File: src/design/flash_tally_session_counter_core_assert.svh
// assertion macros for the session counter core
// depends on a clock named clock and a synchronous active-high reset named reset
`ifndef FLASH_TALLY_SESSION_COUNTER_CORE_ASSERT_SVH
`define FLASH_TALLY_SESSION_COUNTER_CORE_ASSERT_SVH

// same-cycle implication
`define FTSC_ASSERT_NOW(label, ante, cons) \
   label: assert property (@(posedge clock) disable iff (reset) (ante) |-> (cons)) \
      else $error("ftsc check failed");

// next-cycle implication
`define FTSC_ASSERT_NEXT(label, ante, cons) \
   label: assert property (@(posedge clock) disable iff (reset) (ante) |=> (cons)) \
      else $error("ftsc check failed");

`endif

File: src/design/ftsc_pkg.sv
// shared types and constants for the flash tally session counter
// no dependencies
package ftsc_pkg;

   localparam int TALLY_BYTES = 506;
   localparam int IDX_W = (TALLY_BYTES > 1) ? $clog2(TALLY_BYTES) : 1;
   localparam logic [IDX_W-1:0] LAST_IDX = IDX_W'(TALLY_BYTES - 1);

   localparam logic [7:0] TALLY_ZERO = 8'hFF;
   localparam logic [7:0] TALLY_ONE  = 8'hFE;
   localparam logic [7:0] TALLY_TWO  = 8'hFC;

   // weight of a corrupt tally byte, wrapped to 16 bits
   localparam logic [15:0] CORRUPT_ADD = 16'((2 * TALLY_BYTES + 1) % 65536);
   localparam logic [15:0] ERASED_BASE = 16'hFFFF;

   typedef enum logic [1:0] {
      CMD_READ  = 2'd0,
      CMD_INCR  = 2'd1,
      CMD_PROG  = 2'd2,
      CMD_ERASE = 2'd3
   } cmd_type;

   typedef enum logic [1:0] {
      PAGE_KEEP,
      PAGE_NEW_ZERO,
      PAGE_NEW_NEXT,
      PAGE_ERASE
   } page_op_type;

   typedef enum logic [2:0] {
      ST_INIT,
      ST_IDLE,
      ST_CLEAR,
      ST_SCAN,
      ST_PROG_RD,
      ST_PROG_WR,
      ST_DONE
   } state_type;

   typedef struct packed {
      logic        accept;
      logic        scan_init;
      logic        scan_run;
      logic        scan_incr;
      logic        clr_run;
      logic        prog_rd;
      logic        prog_wr;
      page_op_type page_op;
      logic        mark_first;
      logic        load_rsp;
   } dp_cmd_type;

   typedef struct packed {
      logic page_valid;
      logic index_ok;
      logic scan_stop;
      logic scan_hit;
      logic clr_last;
   } dp_stat_type;

endpackage

File: src/design/ftsc_ctrl.sv
// controller state machine for the session counter
// depends on ftsc_pkg
module ftsc_ctrl import ftsc_pkg::*; (
   input  logic        clock,
   input  logic        reset,
   input  logic        req_valid,
   input  logic [1:0]  req_cmd,
   output logic        req_stall,
   output logic        rsp_valid,
   input  logic        rsp_stall,
   input  dp_stat_type stat,
   output dp_cmd_type  cmd
);

   state_type state_ff, state_in;
   cmd_type   op_ff, op_in;
   logic      rsp_valid_ff, rsp_valid_in;
   logic      slot_free;
   cmd_type   req_op;

   assign req_op    = cmd_type'(req_cmd);
   assign slot_free = !rsp_valid_ff || !rsp_stall;

   always_ff @(posedge clock) begin
      if (reset) begin
         state_ff     <= ST_INIT;
         op_ff        <= CMD_READ;
         rsp_valid_ff <= 1'b0;
      end else begin
         state_ff     <= state_in;
         op_ff        <= op_in;
         rsp_valid_ff <= rsp_valid_in;
      end
   end

   // next state
   always_comb begin
      state_in = state_ff;
      op_in    = op_ff;
      unique case (state_ff)
         ST_INIT: begin
            if (stat.clr_last) state_in = ST_IDLE;
         end
         ST_IDLE: begin
            if (req_valid) begin
               op_in = req_op;
               unique case (req_op)
                  CMD_READ, CMD_INCR: state_in = stat.page_valid ? ST_SCAN : ST_CLEAR;
                  CMD_PROG:           state_in = stat.index_ok ? ST_PROG_RD : ST_DONE;
                  CMD_ERASE:          state_in = ST_CLEAR;
               endcase
            end
         end
         ST_SCAN: begin
            if (stat.scan_stop) begin
               state_in = (op_ff == CMD_INCR && !stat.scan_hit) ? ST_CLEAR : ST_DONE;
            end
         end
         ST_CLEAR: begin
            if (stat.clr_last) state_in = ST_DONE;
         end
         ST_PROG_RD: state_in = ST_PROG_WR;
         ST_PROG_WR: state_in = ST_DONE;
         ST_DONE: begin
            if (slot_free) state_in = ST_IDLE;
         end
         default: state_in = ST_IDLE;
      endcase
   end

   // datapath commands
   always_comb begin
      cmd = '0;
      cmd.page_op = PAGE_KEEP;
      unique case (state_ff)
         ST_INIT, ST_CLEAR: cmd.clr_run = 1'b1;
         ST_IDLE: begin
            if (req_valid) begin
               cmd.accept = 1'b1;
               unique case (req_op)
                  CMD_READ, CMD_INCR: begin
                     if (stat.page_valid) begin
                        cmd.scan_init = 1'b1;
                     end else begin
                        cmd.page_op    = PAGE_NEW_ZERO;
                        cmd.mark_first = (req_op == CMD_INCR);
                     end
                  end
                  CMD_PROG:  cmd.page_op = PAGE_KEEP;
                  CMD_ERASE: cmd.page_op = PAGE_ERASE;
               endcase
            end
         end
         ST_SCAN: begin
            cmd.scan_run  = 1'b1;
            cmd.scan_incr = (op_ff == CMD_INCR);
            if (stat.scan_stop && op_ff == CMD_INCR && !stat.scan_hit) begin
               cmd.page_op = PAGE_NEW_NEXT;
            end
         end
         ST_PROG_RD: cmd.prog_rd = 1'b1;
         ST_PROG_WR: cmd.prog_wr = 1'b1;
         ST_DONE:    cmd.load_rsp = slot_free;
         default:    cmd.page_op = PAGE_KEEP;
      endcase
   end

   always_comb begin
      if (cmd.load_rsp) begin
         rsp_valid_in = 1'b1;
      end else if (!rsp_stall) begin
         rsp_valid_in = 1'b0;
      end else begin
         rsp_valid_in = rsp_valid_ff;
      end
   end

   assign req_stall = (state_ff != ST_IDLE);
   assign rsp_valid = rsp_valid_ff;

endmodule

File: config.mk
export PLATFORM = sky130hd
export DESIGN_NAME = ftsc_ctrl
export DESIGN_NICKNAME = d
export VERILOG_FILES = /design/src/design/flash_tally_session_counter_core_assert.svh /design/src/design/ftsc_pkg.sv /design/src/design/ftsc_ctrl.sv
export SDC_FILE = /design/constraint.sdc
export NUM_CORES = 1
export LEC_CHECK = 0
export BUFFER_PORTS_ARGS = -buffer_cell sky130_fd_sc_hd__buf_2
export CAP_MARGIN = 15
export CORE_MARGIN = 8
export CORE_UTILIZATION = 27
export CTS_CLUSTER_SIZE = 28
export DETAILED_ROUTE_END_ITERATION = 12
export GPL_TIMING_DRIVEN = 0
export HOLD_SLACK_MARGIN = 0.08
export PLACE_DENSITY_LB_ADDON = 0.12
export SKIP_CTS_REPAIR_TIMING = 1
export SLEW_MARGIN = 10
export SYNTH_ARGS = -nofsm -noshare
export SYNTH_HDL_FRONTEND = slang
export SYNTH_SLANG_ARGS = --single-unit
File: constraint.sdc
create_clock -name clock -period 2.23 [get_ports clock]
set_input_delay 0.3345 -clock clock [delete_from_list [all_inputs] [get_ports clock]]
set_output_delay 0.3345 -clock clock [all_outputs]
set_load 0.01 [all_outputs]
## Word-level counts from Yosys, hierarchy flattened

Index checks and enable logic that the tools add are counted.

- Output and inout port bits: 13
- Word-level logic and storage cells: 61
- Input bits: 11
- Flip-flop bits (word level): 6

- Equality and inequality tests: 17
- Reductions and logical operators: 13
- Muxes and demuxes: 28

Operators by type and width:

| cell | number |
|---|---|
| $mux 3 | 7 |
| $pmux 3 s7 | 1 |
| $mux 2 | 6 |
| $mux 1 | 11 |
| $ne 2x2->1 const B | 5 |
| $eq 3x3->1 const B | 3 |
| $pmux 3 s3 | 1 |
| $eq 3x2->1 const B | 2 |
| $pmux 2 s3 | 1 |
| $reduce_and 5->1 | 1 |
| $eq 2x1->1 const B | 2 |
| $eq 2x2->1 const B | 2 |
| $pmux 2 s2 | 1 |
| $reduce_or 2->1 | 2 |
| $eq 3x1->1 const B | 1 |
| $logic_and 1x1->1 | 3 |
| $logic_not 1->1 | 3 |
| $logic_not 3->1 | 1 |
| $ne 3x1->1 const B | 1 |
| $logic_not 2->1 | 1 |
| $ne 2x1->1 const B | 1 |
| $reduce_and 2->1 | 1 |
| $logic_or 1x1->1 | 1 |

## Longest topological paths before layout

Gate-level depths: netlist of run 1.

- Depth after elaboration: 5
- Mapped depth: 4
- Gate-level depth less buffers: 4

## Worst setup path after synthesis of run 1

Ideal clock, no wire load.

- Path type: register to output
- Start: reg state_ff[1]
- End: out cmd[3] in the netlist's numbering
- Required time: 1.896 ns
- Cell stages (with the launch flop): 5
- Setup slack: 0.750 ns
- Data arrival time: 1.145 ns
- Path buffers: 1
- Cells stage by stage: dfxtp_1 > buf_2 > and3b_1 > and3b_1 > a32o_1

RTL lines:

| item | line | source |
|---|---|---|
| start: declaration | ftsc_ctrl.sv:15 | `state_type state_ff, state_in;` |
| start signal: assignment | ftsc_ctrl.sv:30 | `state_ff <= state_in;` |
| end: declaration | ftsc_ctrl.sv:12 | `output dp_cmd_type cmd` |

==> run_results.csv, run 1 <==
group,metric,value,unit
status,status,"finished clean",
sta,max_slew_margin,0.840,
yosys,ys_ff_latch,6,
drt,finalWirelength,1.33,mm
clock_network,clkLatencyLatePin,0.23,ns
global_route,grt_max_degree,11,
drt,vias,531,
final_layout,final_common_cell,"buf_2",
sta,setup_viol,0,
global_route,grt-ovfl-total,0,
drt,routed-wl-met3,133,um
final_layout,fin_nets,100,
floorplanning,die_y,58.3,um
power,max-vdd-ir-drop,0.216,mV
worst_hold_path,min_path_type,"input port to register",
global_route,grt_pass1_vias,504,
floorplanning,rows,15,
yosys,syn-num-nets,73,
power,finalPower,297,uW
yosys,synth.top_cell.area_share,0.249,
floorplanning,start_util,0.283,
drt,first_iter_violations,13,
drt,first_pass_iters,4,
drt,met2_length,607,um
final_layout,area_growth,33.9,%
power,powerDensity,459,nW/um^2
clock_network,cts-buffers-inserted,3,
sta,clock.fmax,576,MHz
clock_network,clk_pin_slew,0.04,ns
floorplanning,pin_count,24,
global_route,grt_pass1_wl,2.09,mm
yosys,syn_area_per_cell,7.79,um^2
floorplanning,core,1710,um^2
placed_design,gp_congestion,0.705,
clock_network,clock_path_buffers,2,
sta,final-hold-violation-count,0,
setup_path,worstPathArrival,1.40,ns
power,leakage,0.293,nW
clock_network,cts_tree,"built",
floorplanning,die_w,58.3,um
sta,timing.final.crit_share,0.778,
final_layout,drive_above_1_share,0.402,
global_route,grtUsageTotal,0.0791,
setup_path,reg2reg_slack,1.00,ns
yosys,ys_types,30,
setup_path,critPathMaxFanout,10,
drt,m1WireLength,578,um
placed_design,port-buffer-count,22,
drt,avgViaCountPerCell,4.74,
yosys,syn-cell-area,483,um^2
flow_run,drv_cap,0,
final_layout,antenna_cells,0,
yosys,synth_top_area_cell,"dfxtp_1",
clock_network,clkSinkCount,6,
yosys,ys_warn_count,0,
setup_path,critPathCaptureType,"output pin",
drt,ant_nets,0,
drt,drc,0,
sta,fin_skew,0.00234,ns
sta,tightest_slew,0.234,ns
drt,wl_per_cell,11.9,um
worst_hold_path,min_path_cells,2,
yosys,synth_cells,62,
sta,final.min_clock_period,1.74,ns
sta,slew_violations,0,
final_layout,nFillCells,187,
placed_design,dp_hpwl,1.12,mm
drt,routed.top_layer,"met4",
setup_path,r2r_cells,4,
clock_network,cts-htree-levels,1,
yosys,synth-seq-area-share,0.249,
sta,rsz0062_at_grt,"no",
floorplanning,fp.dieArea,3400,um^2
sta,setup_tns,0,ns
yosys,synth.area.top_cells,"dfxtp_1 25%, a21oi_1 5.2%, nor2b_1 5.2%",
setup_path,worstSetupPathType,"register to output pin",
clock_network,cts_root_buf,"clkbuf_4",
setup_path,crit_required,1.90,ns
setup_path,start_kind,"register",
global_route,antenna_found_initial,0,
final_layout,layout_common_cells,"26 x buf_2, 6 x nand2_1, 6 x dfxtp_1",
## final cells by class
cell class,instances,area [um^2],share of cell area
Tap cell,25,31.3,0.0484
Inverter,4,15.0,0.0232
Clock buffer,3,22.5,0.0348
Sequential cell,6,120,0.186
Multi-Input combinational cell,47,320,0.495
Buffer,5,27.5,0.0426
Timing Repair Buffer,22,110,0.170
## kinds of logic after synthesis
logic type	after synthesis	synth area share
flops	6	0.249
buf+inv	9	0.0881
simple gates	31	0.407
compound gates	14	0.215
mux	2	0.0415
## critical path: stages (launching register included)
cell and delay (ns):
dfxtp_1 0.31, buf_2 0.18, and3b_1 0.19, and3b_1 0.17, a32o_1 0.19, buf_2 0.13
## sequential cells by signal (all words and copies together), names as in the netlist
name / cells
state_ff: 3
rsp_valid: 1
op_ff: 2
## Yosys cell counts, drive strengths merged
cell type / instances
nand2b: 1
a31o: 1
o21ba: 1
o21ai: 1
nor3: 4
nor4bb: 2
a32o: 1
buf: 5
a31oi: 1
nor2b: 4
or3b: 1
nand2: 6
nor2: 2
nand3: 3
o22ai: 1
a221oi: 1
dfxtp: 6
mux2i: 2
a21oi: 5
and3b: 2
a211oi: 1
and3: 1
and2: 1
nand4bb: 1
inv: 4
nand3b: 2
o32a: 1
nor3b: 1
## metrics by stage
stage               cells  worst slack [ns]  area (um^2)   util  hold WS [ns]
finish                112             0.494          647  0.379         0.368
global route          112             0.363          647  0.379         0.372
CTS                   112             0.473          647  0.379         0.364
detailed placement    109             0.712          624  0.366         0.465
global placement      109             0.709          624  0.366         0.460
floorplan              62             0.750          483      -         0.440
## metal layers
metal | vias up | global-route usage
li1 | 279 | -
met1 | 237 | 0.0737
met2 | 13 | 0.132
met3 | 2 | 0.0348
met4 | 0 | 0.0629
met5 | - | 0
## report_power, final
part	internal, mW	leakage, nW	switching, mW	total (mW)
combinational	0.0403	0.231	0.0461	0.0864
clock	0.0603	0.0138	0.0311	0.0914
sequential	0.114	0.0488	0.00486	0.119
## final timing paths
check / startpoint / to
worst max-delay path: state_ff[1] / cmd[3]
worst min-delay path: reset / op_ff[0]
worst max register to register: state_ff[1] / state_ff[1]
worst min register to register: op_ff[0] / op_ff[0]
Power figures use the tool's default switching activity.
==> run 2: changes to the inputs <==
--- a/config.mk
+++ b/config.mk
@@ -5,6 +5,7 @@
 export SDC_FILE = /design/constraint.sdc
 export NUM_CORES = 1
 export LEC_CHECK = 0
+export ABC_AREA = 1
 export BUFFER_PORTS_ARGS = -buffer_cell sky130_fd_sc_hd__buf_2
 export CAP_MARGIN = 15
 export CORE_MARGIN = 8
==> constraint.sdc (replaced) <==
create_clock -name clock -period 1.7 [get_ports clock]
set_input_delay 0.255 -clock clock [delete_from_list [all_inputs] [get_ports clock]]
set_output_delay 0.255 -clock clock [all_outputs]
set_load 0.01 [all_outputs]
==> run 2 against run 1 <==
Against the previous run: clock-buffer cell count is the same; utilization shrank 0.38 points; routed wire length is 11% higher; sequential cell count stayed put; first-iteration DRC count is 31% higher; area after synthesis rose by 6.7%; final area is 9.1% higher; total power rose to 3.2 times the previous value; hold slack worse by 0.13 ns; sequential share of layout area is essentially flat; clock power grew 46%; via count is 16% higher.
==> run_results.csv, run 2 <==
group,metric,value,unit
status,status,"finished clean",
drt,wl_per_cell,10.5,um
yosys,syn-num-nets,100,
floorplanning,die_w,59.7,um
floorplanning,die_y,59.7,um
worst_hold_path,min_path_type,"input port to register",
sta,tightest_slew,0.249,ns
global_route,grtUsageTotal,0.0839,
yosys,syn-cell-area,515,um^2
floorplanning,pin_count,24,
placed_design,dp_hpwl,1.22,mm
floorplanning,start_util,0.274,
placed_design,port-buffer-count,23,
drt,first_iter_violations,17,
global_route,grt_pass1_wl,2.27,mm
sta,clock.fmax,629,MHz
final_layout,register_area,131,um^2
yosys,ys_warn_count,0,
power,comb_power_share,0.551,
sta,timing.final.crit_share,0.935,
setup_path,critPathMaxFanout,8,
yosys,syn_area_per_cell,5.79,um^2
global_route,grt-ovfl-total,0,
floorplanning,fp.dieArea,3560,um^2
yosys,synth.top_cell.area_share,0.233,
yosys,yosys-top-cells-count,"22 x nand2_1, 18 x nor2_1, 10 x inv_1, 7 x nand3_1, 6 x dfxtp_1",
drt,drc,0,
clock_network,clkLatencyLatePin,0.24,ns
drt,first_pass_iters,4,
yosys,synth.most_common_cell,"nand2_1",
power,max-vdd-ir-drop,0.572,mV
drt,finalWirelength,1.48,mm
setup_path,crit_required,1.44,ns
yosys,synth-edff-count,0,
sta,setup_viol,0,
sta,max_slew_margin,0.834,
yosys,ys_types,18,
setup_path,max_stage_delay,0.39,ns
setup_path,crit_chain,"inv_6 -> nand3_4 -> nor2_4 -> nand2_1 -> nor3_2 -> buf_2",
clock_network,clk_pin_slew,0.05,ns
clock_network,cts_root_buf,"clkbuf_4",
power,powerDensity,1340,nW/um^2
final_layout,largest_reg_flops,3,
setup_path,start_kind,"register",
yosys,synth-seq-area-share,0.233,
yosys,synth_cells,89,
final_layout,antenna_cells,0,
sta,final.min_clock_period,1.59,ns
sta,slew_violations,0,
sta,rsz0062_at_grt,"no",
final_layout,area_growth,36.9,%
setup_path,cpMaxStageDelayCell,"dfxtp_4",
drt,ant_nets,0,
final_layout,fin_nets,127,
setup_path,worstPathArrival,1.33,ns
global_route,antenna_found_initial,0,
final_layout,nFillCells,226,
yosys,synth.area.top_cells,"dfxtp_1 23%, nand2_1 16%, nor2_1 13%",
power,p_seq_frac,0.309,
floorplanning,rows,16,
setup_path,critPathCaptureType,"output pin",
sta,final-hold-violation-count,0,
power,p_clk_frac,0.141,
yosys,ys.flop_type,"dfxtp_1",
power,leakage,0.367,nW
flow_run,drv_cap,0,
clock_network,clock_path_buffers,2,
final_layout,multi_input_area,335,um^2
final_layout,layout_common_cells,"23 x buf_2, 22 x nand2_1, 18 x nor2_1",
placed_design,place_area,664,um^2
power,intPower,479,uW
clock_network,cts-buffers-inserted,3,
setup_path,worstSetupPathType,"register to output pin",
clock_network,cts-htree-levels,1,
drt,avgViaCountPerCell,4.37,
power,swShare,0.493,
sta,setup_tns,0,ns
final_layout,final_common_cell,"buf_2",
power,finalPower,944,uW
final_layout,fin_area,706,um^2
sta,fin_skew,0.00447,ns
final_layout,regMostFlops,"state_ff",
clock_network,cts_tree,"built",
yosys,ys_async_sr_fraction,0,
drt,vias,616,
power,power.net_switching,465,uW
global_route,grt_pass1_vias,558,
final_layout,drive_above_1_share,0.386,
placed_design,gp_congestion,0.841,
floorplanning,core,1880,um^2
yosys,synth_top_area_cell,"dfxtp_1",
yosys,ys_ff_latch,6,
global_route,grt_max_degree,9,
clock_network,clkSinkCount,6,
run 2: cell count changes after synthesis, sizes merged, moves of 2 or more:
cell	before	now
nand2	6	25
nor2	2	22
and3b	2	0
nor2b	4	0
mux2i	2	0
buf	5	2
nor4bb	2	0
inv	4	14
nand3	3	8
run 2: power by group through the flow:
stage | combinational (mW) | sequential, mW | clock [mW]
3_3_place_gp | 0.538 | 0.242 | 0
6_report | 0.520 | 0.291 | 0.133
4_1_cts | 0.543 | 0.239 | 0.141
2_1_floorplan | 0.401 | 0.229 | 0
3_5_place_dp | 0.541 | 0.242 | 0
5_1_grt | 0.595 | 0.296 | 0.153
run 2: metal layers:
| metal | vias up | part of all wire | GRT usage | wire length, um |
|---|---|---|---|---|
| li1 | 327 | - | - | - |
| met1 | 259 | 0.50 | 0.101 | 735 |
| met2 | 26 | 0.40 | 0.118 | 590 |
| met3 | 4 | 0.095 | 0.0366 | 141 |
| met4 | 0 | 0.011 | 0.0510 | 17 |
| met5 | - | 0 | 0 | 0 |
run 2: layout make-up:
cell class,instances,share of cell area
Inverter,14,0.0851
Timing Repair Buffer,23,0.163
Multi-Input combinational cell,67,0.475
Tap cell,27,0.0479
Sequential cell,6,0.186
Buffer,1,0.0106
Clock buffer,3,0.0319
run 2: worst paths after layout:
path                                   from           to  slack [ns]  depth (start not counted)
worst max-delay path            state_ff[2]       cmd[1]        0.11                          6
worst min-delay path                  reset    rsp_valid        0.24                          2
worst max register to register  state_ff[0]  state_ff[0]        0.60                          7
worst min register to register     op_ff[1]     op_ff[1]        0.46                          2
run 2: cell families after synthesis:
logic type	after synthesis	share of synthesized area
simple gates	61	0.578
buf+inv	16	0.126
compound gates	6	0.0631
flops	6	0.233
run 2: critical path: cells and delay by family, from the launching register on:
| family | cells | cell delay, ns |
|---|---|---|
| buffers and inverters | 2 | 0.24 |
| flip-flops | 1 | 0.39 |
| AND/OR/NAND/NOR | 4 | 0.47 |
run 2: per-stage QoR:
step	hold WS, ns	worst slack [ns]	instances	util
after floorplan	0.324	0.259	89	-
after global placement	0.454	0.225	139	0.353
after detailed placement	0.457	0.229	139	0.353
after CTS	0.241	-0.0381	142	0.365
after global routing	0.241	0.0108	141	0.375
final	0.239	0.111	141	0.375
==> run 3: changes to the inputs <==
--- a/config.mk
+++ b/config.mk
@@ -6,7 +6,7 @@
 export NUM_CORES = 1
 export LEC_CHECK = 0
 export ABC_AREA = 1
-export BUFFER_PORTS_ARGS = -buffer_cell sky130_fd_sc_hd__buf_2
+export BUFFER_PORTS_ARGS = -buffer_cell sky130_fd_sc_hd__buf_4
 export CAP_MARGIN = 15
 export CORE_MARGIN = 8
 export CORE_UTILIZATION = 27
==> run 3 against run 2 <==
Against the previous run: hold slack got worse by 0.030 ns; combinational power increased by 8.5%; register-to-register slack got worse by 0.02 ns; utilization increased by 3.3 points; total power increased by 3.0%; critical path type unchanged.
==> run_results.csv, run 3 (synthesized netlist as in run 2, its figures left out) <==
group,metric,value,unit
final_layout,regMostFlops,"state_ff",
sta,clock.fmax,616,MHz
sta,max_slew_margin,0.845,
setup_path,crit_required,1.44,ns
sta,setup_viol,0,
floorplanning,rows,16,
setup_path,critPathCaptureType,"output pin",
sta,timing.final.crit_share,0.956,
global_route,grt-ovfl-total,0,
global_route,antenna_found_initial,0,
floorplanning,start_util,0.274,
floorplanning,die_y,59.7,um
global_route,grt-busiest-layer,"met2",
worst_hold_path,min_path_type,"input port to register",
setup_path,critPathMaxFanout,8,
final_layout,postLayoutCoreUtil,0.408,
clock_network,clock_path_buffers,2,
final_layout,drive_above_1_share,0.400,
clock_network,clk_pin_slew,0.04,ns
clock_network,cts-buffers-inserted,3,
setup_path,reg2reg_from,"state_ff[1]",
floorplanning,fp.dieArea,3560,um^2
placed_design,dpl_worst_slack,0.212,ns
setup_path,worstPathArrival,1.37,ns
sta,final-hold-violation-count,0,
drt,first_pass_iters,4,
sta,tightest_slew,0.231,ns
drt,wl_per_cell,10.0,um
clock_network,cts_tree,"built",
drt,first_iter_violations,9,
power,power.net_switching,457,uW
floorplanning,pin_count,24,
sta,final.min_clock_period,1.62,ns
final_layout,layout_common_cells,"25 x buf_4, 21 x nand2_1, 18 x nor2_1",
power,swShare,0.469,
setup_path,worstSetupPathType,"register to output pin",
sta,setup_tns,0,ns
final_layout,final_common_cell,"buf_4",
drt,vias,606,
sta,layout_setup_ws,0.0753,ns
power,powerDensity,1270,nW/um^2
global_route,met2_usage,0.115,
clock_network,cts_root_buf,"clkbuf_4",
setup_path,reg2reg_to,"state_ff[0]",
final_layout,area_growth,49.0,%
final_layout,nFillCells,224,
flow_run,drv_cap,0,
drt,avgViaCountPerCell,4.27,
final_layout,fin_nets,128,
placed_design,port-buffer-count,23,
power,p_seq_frac,0.289,
placed_design,gp_congestion,0.841,
global_route,gr-usage-met1,0.0961,
power,max-vdd-ir-drop,0.462,mV
final_layout,largest_reg_flops,3,
power,intPower,516,uW
sta,slew_violations,0,
drt,finalWirelength,1.42,mm
floorplanning,die_w,59.7,um
global_route,use_met3,0.0387,
setup_path,start_kind,"register",
status,status,"finished clean",
power,p_clk_frac,0.132,
setup_path,crit_path_end,"cmd[2]",
floorplanning,core,1880,um^2
clock_network,clkLatencyLatePin,0.24,ns
global_route,grt_max_degree,9,
clock_network,cts-htree-levels,1,
clock_network,clkSinkCount,6,
final_layout,antenna_cells,0,
power,comb_power_share,0.579,
global_route,grt_pass1_wl,2.19,mm
drt,drc,0,
setup_path,r2r_cells,7,
setup_path,crit_start,"state_ff[2]",
global_route,grt_pass1_vias,549,
sta,fin_skew,0.000407,ns
placed_design,dp_hpwl,1.21,mm
setup_path,reg2reg_slack,0.58,ns
power,leakage,0.383,nW
global_route,grtUsageTotal,0.0804,
drt,ant_nets,0,
==> run 3: changes by cell type in the layout (fill, tap and decap cells not counted) <==
cell,before,now
dfxtp_4,3,2
buf_2,23,0
nand2_1,22,21
inv_4,1,2
inv_6,1,0
dfxtp_2,0,1
buf_4,1,25
nand2_2,3,4
==> run 3: worst min path at each step <==
stage / startpoint / endpoint / slack [ns] / cells past startpoint
floorplan: reset / op_ff[0] / 0.32 / 1
global placement: op_ff[1] / op_ff[1] / 0.45 / 2
detailed placement: op_ff[1] / op_ff[1] / 0.45 / 2
CTS: reset / op_ff[0] / 0.21 / 2
global route: reset / state_ff[2] / 0.20 / 2
finish: reset / state_ff[2] / 0.21 / 2
==> run 3: worst max-delay path, cell delays in order, from the launching register on <==
cell	delay, ns
dfxtp_4	0.38
inv_4	0.09
nand3_4	0.10
nor2_4	0.18
inv_2	0.07
nor3b_2	0.16
buf_4	0.14
==> run 3: layer usage <==
metal	routed length, um	share of wire
met1	685	0.48
met2	582	0.41
met3	134	0.094
met4	17	0.012
met5	0	0
==> run 3: cell type report <==
| class | instances | area [um^2] | area share |
|---|---|---|---|
| multi-input cells | 67 | 338 | 0.440 |
| well taps | 27 | 33.8 | 0.0440 |
| clock buffers | 3 | 22.5 | 0.0293 |
| inverters | 14 | 57.6 | 0.0749 |
| plain buffers | 1 | 7.51 | 0.00977 |
| flip-flops and latches | 6 | 129 | 0.168 |
| repair buffers | 24 | 180 | 0.235 |
==> run 3: stage by stage <==
stage / instances / total power [mW] / hold slack (ns) / area (um^2)
after floorplan: 89 / 0.630 / 0.324 / 515
after global placement: 139 / 0.819 / 0.451 / 722
after detailed placement: 139 / 0.820 / 0.455 / 722
after CTS: 142 / 0.954 / 0.208 / 744
after global routing: 142 / 1.08 / 0.199 / 768
final: 142 / 0.973 / 0.208 / 768
==> run 3: power by group through the flow <==
stage | clock network (mW) | registers [mW] | logic [mW]
5_1_grt | 0.146 | 0.289 | 0.641
6_report | 0.128 | 0.281 | 0.564
2_1_floorplan | 0 | 0.229 | 0.401
4_1_cts | 0.135 | 0.240 | 0.579
3_3_place_gp | 0 | 0.242 | 0.577
3_5_place_dp | 0 | 0.243 | 0.578
